## config.mk

```make
export PLATFORM = sky130hd
export DESIGN_NAME = encoder_mixed_velocity_estimator
export DESIGN_NICKNAME = d
export VERILOG_FILES = /design/src/sv/emve_pkg.sv /design/src/sv/encoder_mixed_velocity_estimator.sv
export SDC_FILE = /design/constraint.sdc
export NUM_CORES = 2
export LEC_CHECK = 0
export BUFFER_PORTS_ARGS = -buffer_cell sky130_fd_sc_hd__buf_2
export CAP_MARGIN = 20
export CORE_AREA = 2 2 493 495
export CTS_CLUSTER_SIZE = 14
export DETAILED_ROUTE_END_ITERATION = 7
export DIE_AREA = 0 0 495 497
export PLACE_DENSITY = 0.55
export SLEW_MARGIN = 20
export SYNTH_ARGS = -nofsm -noshare
export SYNTH_HDL_FRONTEND = slang
export SYNTH_SLANG_ARGS = --single-unit
```

## constraint.sdc

```tcl
create_clock -name clk -period 13.5 [get_ports clk]
set_clock_uncertainty 0.05 [all_clocks]
set_input_delay 2.7 -clock clk [delete_from_list [all_inputs] [get_ports clk]]
set_output_delay 2.7 -clock clk [all_outputs]
set_load 0.02 [all_outputs]
```

## src/sv/emve_pkg.sv

```systemverilog
// ----------------------------------------------------------------------------
// emve_pkg
// Shared constants and codes for the encoder velocity estimator.
// ----------------------------------------------------------------------------
`default_nettype none

package emve_pkg;

  typedef enum logic [1:0] {
    OP_SAMPLE = 2'd0,
    OP_QUERY  = 2'd1,
    OP_RESYNC = 2'd2,
    OP_NONE   = 2'd3
  } op_t;

  typedef enum logic {
    REG_ANGLE   = 1'b0,
    REG_TIMEOUT = 1'b1
  } reg_idx_t;

  localparam int ApcW    = 35;
  localparam int TsW     = 19;
  localparam int DtW     = 34;
  localparam int NumW    = 52;
  localparam int DvdW    = NumW + 16;
  localparam int RateW   = 48;
  localparam int MulW    = 48;
  localparam int ProdW   = ApcW + 1 + MulW;

  localparam logic [TsW-1:0]   TsDefault   = TsW'(1000);
  localparam logic [63:0]      TsMax       = 64'd500000;
  localparam logic [19:0]      UsPerS      = 20'd1000000;
  localparam logic [34:0]      ApcReset    = 35'd13176795;
  localparam logic [31:0]      TimeoutReset = 32'd100000;

endpackage

`default_nettype wire

```

## src/sv/encoder_mixed_velocity_estimator.sv

```systemverilog
// ----------------------------------------------------------------------------
// encoder_mixed_velocity_estimator
// Mixed time/frequency encoder velocity estimate with bit-serial divide
// and bit-serial angle and velocity scaling.
// ----------------------------------------------------------------------------
// Sequence: a sample, resync or unused code runs S_MINIT and the 48-step
//   shift-add multipliers (S_MUL) to S_DONE; a query first runs S_QPREP and
//   S_QCALC, then the 68-step bit-serial divider (S_DIV) when the rate is
//   updated, then S_QFIN. The block takes no new input until it is back in
//   S_IDLE; a result waiting in the output register does not block the next input.
// Reset (rst, synchronous): all estimator state zero, registers to defaults.
`default_nettype none

module encoder_mixed_velocity_estimator (
  input  wire logic               clk,
  input  wire logic               rst,
  input  wire logic               in_valid,
  output logic                    in_stall,
  input  wire logic [1:0]         operation,
  input  wire logic [63:0]        stamp_us,
  input  wire logic signed [31:0] position_count,
  output logic                    out_valid,
  input  wire logic               out_stall,
  output logic signed [31:0]      held_count,
  output logic signed [47:0]      angle_q16,
  output logic signed [31:0]      velocity_q16,
  output logic                    velocity_valid,
  input  wire logic               cfg_write,
  input  wire logic               cfg_index,
  input  wire logic [34:0]        cfg_data
);

  typedef enum logic [2:0] {
    S_IDLE, S_QPREP, S_QCALC, S_DIV, S_QFIN, S_MINIT, S_MUL, S_DONE
  } state_t;

  state_t state;

  logic [34:0] apc;
  logic [31:0] timeout;

  logic [31:0]  held;
  logic [63:0]  pulse_time;
  logic [31:0]  pq_pos;
  logic [63:0]  pq_time;
  logic [31:0]  p_since;
  logic [47:0]  rate;

  logic [1:0]   op;
  logic [63:0]  t;

  logic [emve_pkg::TsW-1:0] ts;
  logic [63:0]  th;
  logic [31:0]  d;
  logic [emve_pkg::DtW-1:0] dt;
  logic         upd;

  logic [emve_pkg::DtW-1:0] rem;
  logic [emve_pkg::DvdW-1:0] dvd;
  logic [6:0]   cnt;

  logic [emve_pkg::ProdW-1:0] pv;
  logic [emve_pkg::ProdW-1:0] pa;

  // query front end
  logic [63:0] ts_raw;
  logic [emve_pkg::TsW-1:0] ts_fix;
  logic [emve_pkg::DtW-1:0] sum;
  logic [emve_pkg::DtW-1:0] dt_calc;
  logic        upd_calc;
  logic [31:0] dmag;
  logic [emve_pkg::NumW-1:0] num;

  always_comb begin
    ts_raw = t - pq_time;
    ts_fix = (ts_raw == 64'd0 || ts_raw > emve_pkg::TsMax) ? emve_pkg::TsDefault
                                                           : ts_raw[emve_pkg::TsW-1:0];
    sum = emve_pkg::DtW'(ts) + emve_pkg::DtW'(p_since);
    dt_calc = sum - th[emve_pkg::DtW-1:0];
    upd_calc = (d != 32'd0) && (th < 64'(sum)) &&
               ({1'b0, dt_calc, 1'b0} > 36'(ts));
    dmag = d[31] ? (32'd0 - d) : d;
    num = emve_pkg::NumW'(dmag) * emve_pkg::NumW'(emve_pkg::UsPerS);
  end

  // divider step
  logic [emve_pkg::DtW:0] rem_sh;
  logic        ge;
  logic [emve_pkg::DtW:0] rem_sub;
  always_comb begin
    rem_sh  = {rem, dvd[emve_pkg::DvdW-1]};
    ge      = rem_sh >= {1'b0, dt};
    rem_sub = rem_sh - {1'b0, dt};
  end

  // rate from quotient
  logic [47:0] rm;
  logic [47:0] new_rate;
  always_comb begin
    rm = (|dvd[emve_pkg::DvdW-1:47]) ? 48'h8000_0000_0000 : {1'b0, dvd[46:0]};
    if (d[31]) begin
      new_rate = 48'd0 - rm;
    end else begin
      new_rate = rm[47] ? 48'h7FFF_FFFF_FFFF : rm;
    end
  end

  // serial multiplier steps
  logic [35:0] sv_sum;
  logic [35:0] sa_sum;
  always_comb begin
    sv_sum = pv[emve_pkg::ProdW-1:emve_pkg::MulW] + (pv[0] ? {1'b0, apc} : 36'd0);
    sa_sum = pa[emve_pkg::ProdW-1:emve_pkg::MulW] + (pa[0] ? {1'b0, apc} : 36'd0);
  end

  // output saturation
  logic [51:0] vmag;
  logic [31:0] vel_out;
  logic [67:0] amag;
  logic [47:0] ang_out;
  always_comb begin
    vmag = pv[emve_pkg::ProdW-1:32];
    if (rate[47]) begin
      vel_out = (vmag > 52'h8000_0000) ? 32'h8000_0000 : 32'd0 - vmag[31:0];
    end else begin
      vel_out = (vmag > 52'h7FFF_FFFF) ? 32'h7FFF_FFFF : vmag[31:0];
    end
    amag = pa[emve_pkg::ProdW-1:16];
    if (held[31]) begin
      ang_out = (amag > 68'h8000_0000_0000) ? 48'h8000_0000_0000
                                            : 48'd0 - amag[47:0];
    end else begin
      ang_out = (amag > 68'h7FFF_FFFF_FFFF) ? 48'h7FFF_FFFF_FFFF : amag[47:0];
    end
  end

  assign in_stall = (state != S_IDLE);

  always_ff @(posedge clk) begin
    if (rst) begin
      state      <= S_IDLE;
      out_valid  <= 1'b0;
      apc        <= emve_pkg::ApcReset;
      timeout    <= emve_pkg::TimeoutReset;
      held       <= 32'd0;
      pulse_time <= 64'd0;
      pq_pos     <= 32'd0;
      pq_time    <= 64'd0;
      p_since    <= 32'd0;
      rate       <= 48'd0;
    end else begin
      if (cfg_write) begin
        unique case (cfg_index)
          emve_pkg::REG_ANGLE:   apc <= cfg_data;
          emve_pkg::REG_TIMEOUT: timeout <= cfg_data[31:0];
          default: ;
        endcase
      end
      if (state == S_DONE && (!out_valid || !out_stall)) begin
        out_valid <= 1'b1;
      end else if (out_valid && !out_stall) begin
        out_valid <= 1'b0;
      end

      unique case (state)
        S_IDLE: begin
          if (in_valid) begin
            op <= operation;
            t  <= stamp_us;
            unique case (operation)
              emve_pkg::OP_SAMPLE: begin
                if (position_count != held) begin
                  pulse_time <= stamp_us;
                  held       <= position_count;
                end
                state <= S_MINIT;
              end
              emve_pkg::OP_QUERY: state <= S_QPREP;
              emve_pkg::OP_RESYNC: begin
                rate       <= 48'd0;
                p_since    <= 32'd0;
                pq_time    <= stamp_us;
                pulse_time <= stamp_us;
                pq_pos     <= position_count;
                held       <= position_count;
                state      <= S_MINIT;
              end
              default: state <= S_MINIT;
            endcase
          end
        end
        S_QPREP: begin
          ts    <= ts_fix;
          th    <= t - pulse_time;
          d     <= held - pq_pos;
          state <= S_QCALC;
        end
        S_QCALC: begin
          dt    <= dt_calc;
          upd   <= upd_calc;
          rem   <= '0;
          dvd   <= {num, 16'd0};
          cnt   <= 7'd0;
          state <= upd_calc ? S_DIV : S_QFIN;
        end
        S_DIV: begin
          rem <= ge ? rem_sub[emve_pkg::DtW-1:0] : rem_sh[emve_pkg::DtW-1:0];
          dvd <= {dvd[emve_pkg::DvdW-2:0], ge};
          cnt <= cnt + 7'd1;
          if (cnt == 7'(emve_pkg::DvdW - 1)) state <= S_QFIN;
        end
        S_QFIN: begin
          if (th > 64'(timeout)) rate <= 48'd0;
          else if (upd) rate <= new_rate;
          pq_time <= t;
          p_since <= (|th[63:32]) ? 32'hFFFF_FFFF : th[31:0];
          pq_pos  <= held;
          state   <= S_MINIT;
        end
        S_MINIT: begin
          pv    <= {36'd0, rate[47] ? 48'd0 - rate : rate};
          pa    <= {36'd0, 16'd0, held[31] ? 32'd0 - held : held};
          cnt   <= 7'd0;
          state <= S_MUL;
        end
        S_MUL: begin
          pv  <= {1'b0, sv_sum, pv[emve_pkg::MulW-1:1]};
          pa  <= {1'b0, sa_sum, pa[emve_pkg::MulW-1:1]};
          cnt <= cnt + 7'd1;
          if (cnt == 7'(emve_pkg::MulW - 1)) state <= S_DONE;
        end
        S_DONE: begin
          if (!out_valid || !out_stall) begin
            held_count     <= held;
            angle_q16      <= ang_out;
            velocity_q16   <= vel_out;
            velocity_valid <= (op == emve_pkg::OP_QUERY);
            state          <= S_IDLE;
          end
        end
        default: state <= S_IDLE;
      endcase
    end
  end

endmodule

`default_nettype wire
```

==> report_table.html <==
<table>
<tr><th>Metric</th><th>Value</th></tr>
<tr><th colspan="2">Job</th></tr>
<tr><td>MaxCap Viol Count</td><td>0</td></tr>
<tr><th colspan="2">Synth</th></tr>
<tr><td>Post-synthesis sequential element count</td><td>947</td></tr>
<tr><td>Number of synthesis warnings</td><td>0</td></tr>
<tr><td>Mapped Area</td><td>67040 sq um</td></tr>
<tr><td>Count of unique library cells instantiated by Yosys</td><td>88</td></tr>
<tr><td>Number of synthesized flops with an enable pin</td><td>604</td></tr>
<tr><td>Synth top area share</td><td>0.2705</td></tr>
<tr><td>Count of mapped cells out of synthesis</td><td>7448</td></tr>
<tr><td>Synthesized Nets</td><td>8277</td></tr>
<tr><td>Most used standard cells in the synthesized netlist</td><td>756 x sky130_fd_sc_hd__nand2_1, 660 x sky130_fd_sc_hd__nor2_1, 654 x sky130_fd_sc_hd__inv_1, 604 x sky130_fd_sc_hd__edfxtp_1, 553 x sky130_fd_sc_hd__ha_1</td></tr>
<tr><td>Library cell with the highest instance count after synthesis</td><td>sky130_fd_sc_hd__nand2_1</td></tr>
<tr><td>Synth top area cells</td><td>sky130_fd_sc_hd__edfxtp_1 27%, sky130_fd_sc_hd__ha_1 10%, sky130_fd_sc_hd__dfxtp_1 10%, sky130_fd_sc_hd__nand2_1 4.2%, sky130_fd_sc_hd__fa_1 4.1%</td></tr>
<tr><td>Sequential area share after synthesis</td><td>0.3730</td></tr>
<tr><td>Most instantiated flip-flop cell in the synthesis netlist</td><td>sky130_fd_sc_hd__edfxtp_1</td></tr>
<tr><td>Dominant cell type by area after synthesis</td><td>sky130_fd_sc_hd__edfxtp_1</td></tr>
<tr><td>Async set or reset register ratio after synthesis</td><td>0</td></tr>
<tr><td>Average cell area after synthesis</td><td>9.001 sq um</td></tr>
<tr><th colspan="2">Status</th></tr>
<tr><td>Status</td><td>finished, final reports clean</td></tr>
<tr><th colspan="2">CTS</th></tr>
<tr><td>Clock Tree Root</td><td>sky130_fd_sc_hd__clkbuf_16</td></tr>
<tr><td>Post-CTS sizing</td><td>0</td></tr>
<tr><td>Maximum buffer depth of the clock tree</td><td>3</td></tr>
<tr><td>Clock edge transition at the registers on the reported setup and hold paths</td><td>0.06 ns</td></tr>
<tr><td>Num Clock Sinks</td><td>947</td></tr>
<tr><td>Total of hold buffers inserted after clock tree synthesis</td><td>0</td></tr>
<tr><td>Post-CTS setup buffer count</td><td>0</td></tr>
<tr><td>TritonCTS clock tree</td><td>done</td></tr>
<tr><td>Num CTS Buffers</td><td>106</td></tr>
<tr><td>Level count of the clock H-tree</td><td>3</td></tr>
<tr><td>Clock latency on the worst-skew pair</td><td>0.77 ns</td></tr>
<tr><th colspan="2">Die</th></tr>
<tr><td>Number of core rows</td><td>180</td></tr>
<tr><td>Starting density of the core</td><td>0.2793</td></tr>
<tr><td>Die width</td><td>495 um</td></tr>
<tr><td>Ports placed on the boundary</td><td>254</td></tr>
<tr><td>Core area</td><td>240100 sq um</td></tr>
<tr><td>Area enclosed by the die boundary</td><td>246000 sq um</td></tr>
<tr><td>Vertical extent of the die</td><td>497 um</td></tr>
<tr><th colspan="2">Critical path</th></tr>
<tr><td>Type of element launching the critical path</td><td>flip-flop</td></tr>
<tr><td>Setup slack of the worst register-to-register path</td><td>4.38 ns</td></tr>
<tr><td>Capturing point of the worst reg2reg path</td><td>dvd[67]</td></tr>
<tr><td>Worst-path fanout max</td><td>7</td></tr>
<tr><td>Launching point of the worst reg2reg path</td><td>d[2]</td></tr>
<tr><td>Data arrival time of the critical path</td><td>9.54 ns</td></tr>
<tr><td>Count of cells along the worst register-to-register path</td><td>30</td></tr>
<tr><td>Crit path capture</td><td>dvd[67]</td></tr>
<tr><td>CP Data Required Time</td><td>13.93 ns</td></tr>
<tr><td>Cell occurring most often along the worst timing path</td><td>sky130_fd_sc_hd__inv_1</td></tr>
<tr><td>Slowest cell on crit path</td><td>sky130_fd_sc_hd__a221oi_1</td></tr>
<tr><td>Endpoint type of the worst setup path</td><td>flip-flop</td></tr>
<tr><td>Launching instance or port of the critical path</td><td>d[2]</td></tr>
<tr><td>Crit-path max cell delay</td><td>0.64 ns</td></tr>
<tr><td>Worst setup path class</td><td>reg2reg</td></tr>
<tr><th colspan="2">Detailed routing</th></tr>
<tr><td>Routed via count divided by cell count</td><td>5.061</td></tr>
<tr><td>Final antenna-violating net count</td><td>0</td></tr>
<tr><td>Final wirelength</td><td>201.6 mm</td></tr>
<tr><td>Total number of vias</td><td>54850</td></tr>
<tr><td>DR iter-0 viols</td><td>3592</td></tr>
<tr><td>Average routed wire per standard cell</td><td>18.60 um</td></tr>
<tr><td>Final routed DRC violation total</td><td>0</td></tr>
<tr><td>Pre-antenna DRT Iters</td><td>5</td></tr>
<tr><th colspan="2">Place</th></tr>
<tr><td>GPL Wtd Cong</td><td>0.9082</td></tr>
<tr><td>IO Port Bufs</td><td>253</td></tr>
<tr><td>Post-Place Cell Area</td><td>71660 sq um</td></tr>
<tr><td>Sum of net half-perimeters after detailed placement</td><td>154.3 mm</td></tr>
<tr><td>Placed cell count</td><td>10620</td></tr>
<tr><th colspan="2">Layout</th></tr>
<tr><td>Layout filler cell count</td><td>25220</td></tr>
<tr><td>Area of combinational cells with multiple inputs</td><td>38430 sq um</td></tr>
<tr><td>Flip-flop and latch area</td><td>25010 sq um</td></tr>
<tr><td>Utilization of the core after routing</td><td>0.3137</td></tr>
<tr><td>Final std cell area, no fill</td><td>75300 sq um</td></tr>
<tr><td>Share of final-layout standard cells stronger than drive strength 1</td><td>0.07624</td></tr>
<tr><td>Layout area overhead</td><td>12.32%</td></tr>
<tr><td>Net count of the finished layout</td><td>8370</td></tr>
<tr><td>Number of standard cells in the final layout excluding fillers</td><td>10840</td></tr>
<tr><th colspan="2">Timing</th></tr>
<tr><td>Final critical-path required period</td><td>9.116 ns</td></tr>
<tr><td>Maximum clock rate</td><td>109.7 MHz</td></tr>
<tr><td>Unrepaired setup endpoints after global routing</td><td>false</td></tr>
<tr><td>Hold violation count in the final report</td><td>0</td></tr>
<tr><td>Ratio of final minimum period to clock period</td><td>0.6752</td></tr>
<tr><td>Relative slew slack</td><td>0.2654</td></tr>
<tr><td>Max Transition Viols Final</td><td>0</td></tr>
<tr><td>Fin Setup TNS</td><td>0 ns</td></tr>
<tr><td>Setup-violating endpoint count in the final report</td><td>0</td></tr>
<tr><td>Transition time at the pin with the least slew margin</td><td>1.102 ns</td></tr>
<tr><th colspan="2">Global route</th></tr>
<tr><td>Pin count of the biggest net entering global routing</td><td>96</td></tr>
<tr><td>Sum of overflow across all layers after global routing</td><td>0</td></tr>
<tr><td>Number of antenna violations at the first check in global routing</td><td>39</td></tr>
<tr><td>Number of global-route vias before repair</td><td>53170</td></tr>
<tr><td>Global-route wire length before repair</td><td>312.2 mm</td></tr>
<tr><td>GRT Overall Usage</td><td>0.1593</td></tr>
<tr><th colspan="2">Min path</th></tr>
<tr><td>Type of the worst min-delay path</td><td>reg2reg</td></tr>
</table>
-- cells by family after synthesis --
group                    count (synthesis)  synth area share
flip-flops                             947            0.3730
adder cells (fa/ha/maj)                691            0.1443
multiplexers                           149           0.02225
XOR/XNOR                               462           0.06035
buffers and inverters                  991           0.05563
AO/OA/AOI/OAI                         1848            0.1764
AND/OR/NAND/NOR                       2360            0.1681
-- placed cells by master, fill, tap and decap left out, types with 31 or more instances in the layout --
cell type / n
sky130_fd_sc_hd__or4_1: 31
sky130_fd_sc_hd__or3_1: 59
sky130_fd_sc_hd__a22o_1: 33
sky130_fd_sc_hd__nor3_1: 123
sky130_fd_sc_hd__inv_1: 654
sky130_fd_sc_hd__and3_1: 61
sky130_fd_sc_hd__fa_1: 137
sky130_fd_sc_hd__buf_4: 66
sky130_fd_sc_hd__ha_1: 553
sky130_fd_sc_hd__o22ai_1: 65
sky130_fd_sc_hd__nand2_1: 753
sky130_fd_sc_hd__xor2_1: 230
sky130_fd_sc_hd__dfxtp_1: 341
sky130_fd_sc_hd__nor2_1: 657
sky130_fd_sc_hd__nor2b_1: 80
sky130_fd_sc_hd__a21oi_1: 535
sky130_fd_sc_hd__xnor2_1: 232
sky130_fd_sc_hd__nand4_1: 85
sky130_fd_sc_hd__clkbuf_16: 110
sky130_fd_sc_hd__o31ai_1: 49
sky130_fd_sc_hd__nor4_1: 68
sky130_fd_sc_hd__nand2b_1: 79
sky130_fd_sc_hd__o21bai_1: 48
sky130_fd_sc_hd__buf_2: 252
sky130_fd_sc_hd__o21ai_0: 393
sky130_fd_sc_hd__o21a_1: 81
sky130_fd_sc_hd__a21o_1: 210
sky130_fd_sc_hd__and2_1: 109
sky130_fd_sc_hd__nand3_1: 95
sky130_fd_sc_hd__a311oi_1: 99
sky130_fd_sc_hd__mux2i_1: 149
sky130_fd_sc_hd__edfxtp_1: 604
sky130_fd_sc_hd__a31oi_1: 56
-- how the worst min path moves through the flow --
stage,depth (start not counted),from,to,slack [ns]
2_1_floorplan,0,held[10],held_count[10],0.38
4_1_cts,2,p_since[13],p_since[13],0.41
3_3_place_gp,2,p_since[2],p_since[2],0.40
3_5_place_dp,2,p_since[13],p_since[13],0.40
6_report,2,p_since[13],p_since[13],0.41
5_1_grt,2,p_since[17],p_since[17],0.43
-- flip-flops by register name (all words and copies together), names as in the netlist, 34 cells and up --
name and flops:
dt 34, rem 34, pv 83, pa 83
apc 35, t 64, angle_q16 48, dvd 68
pulse_time 64, rate 48, th 64, pq_time 64
-- worst max-delay path, delay by kind of cell, from the launching register on --
family          cells  cell delay, ns
fa+ha+maj           7            2.97
compound gates     11            2.80
buf+inv             5            0.41
flops               1            0.45
xor+xnor            2            0.74
simple gates        5            1.41
-- final cells by class --
| type | instances | share of cell area |
|---|---|---|
| tap | 3185 | 0.05292 |
| clock buffer | 149 | 0.04023 |
| clock inverter | 52 | 0.007178 |
| sequential | 947 | 0.3321 |
| multi-input combinational | 5510 | 0.5103 |
| inverter | 656 | 0.03270 |
| timing repair buffer | 320 | 0.02389 |
| antenna | 19 | 0.0006314 |
-- routing by layer --
| layer | vias up | routed length (um) | GRT usage |
|---|---|---|---|
| li1 | 26680 | - | - |
| met1 | 26470 | 91550 | 0.2153 |
| met2 | 1373 | 91830 | 0.2568 |
| met3 | 307 | 11440 | 0.02758 |
| met4 | 26 | 6614 | 0.05136 |
| met5 | - | 164 | 0 |
-- metrics by stage --
| step | setup slack [ns] | hold slack, ns |
|---|---|---|
| 2_1_floorplan | 0.7046 | 0.3848 |
| 3_3_place_gp | 4.460 | 0.3965 |
| 3_5_place_dp | 4.422 | 0.4007 |
| 4_1_cts | 4.391 | 0.4086 |
| 5_1_grt | 3.635 | 0.4253 |
| 6_report | 4.384 | 0.4054 |
Power is left out: the tool's default activity adds up to more than one toggle a clock period on the data nets, which glitch-free logic cannot reach.
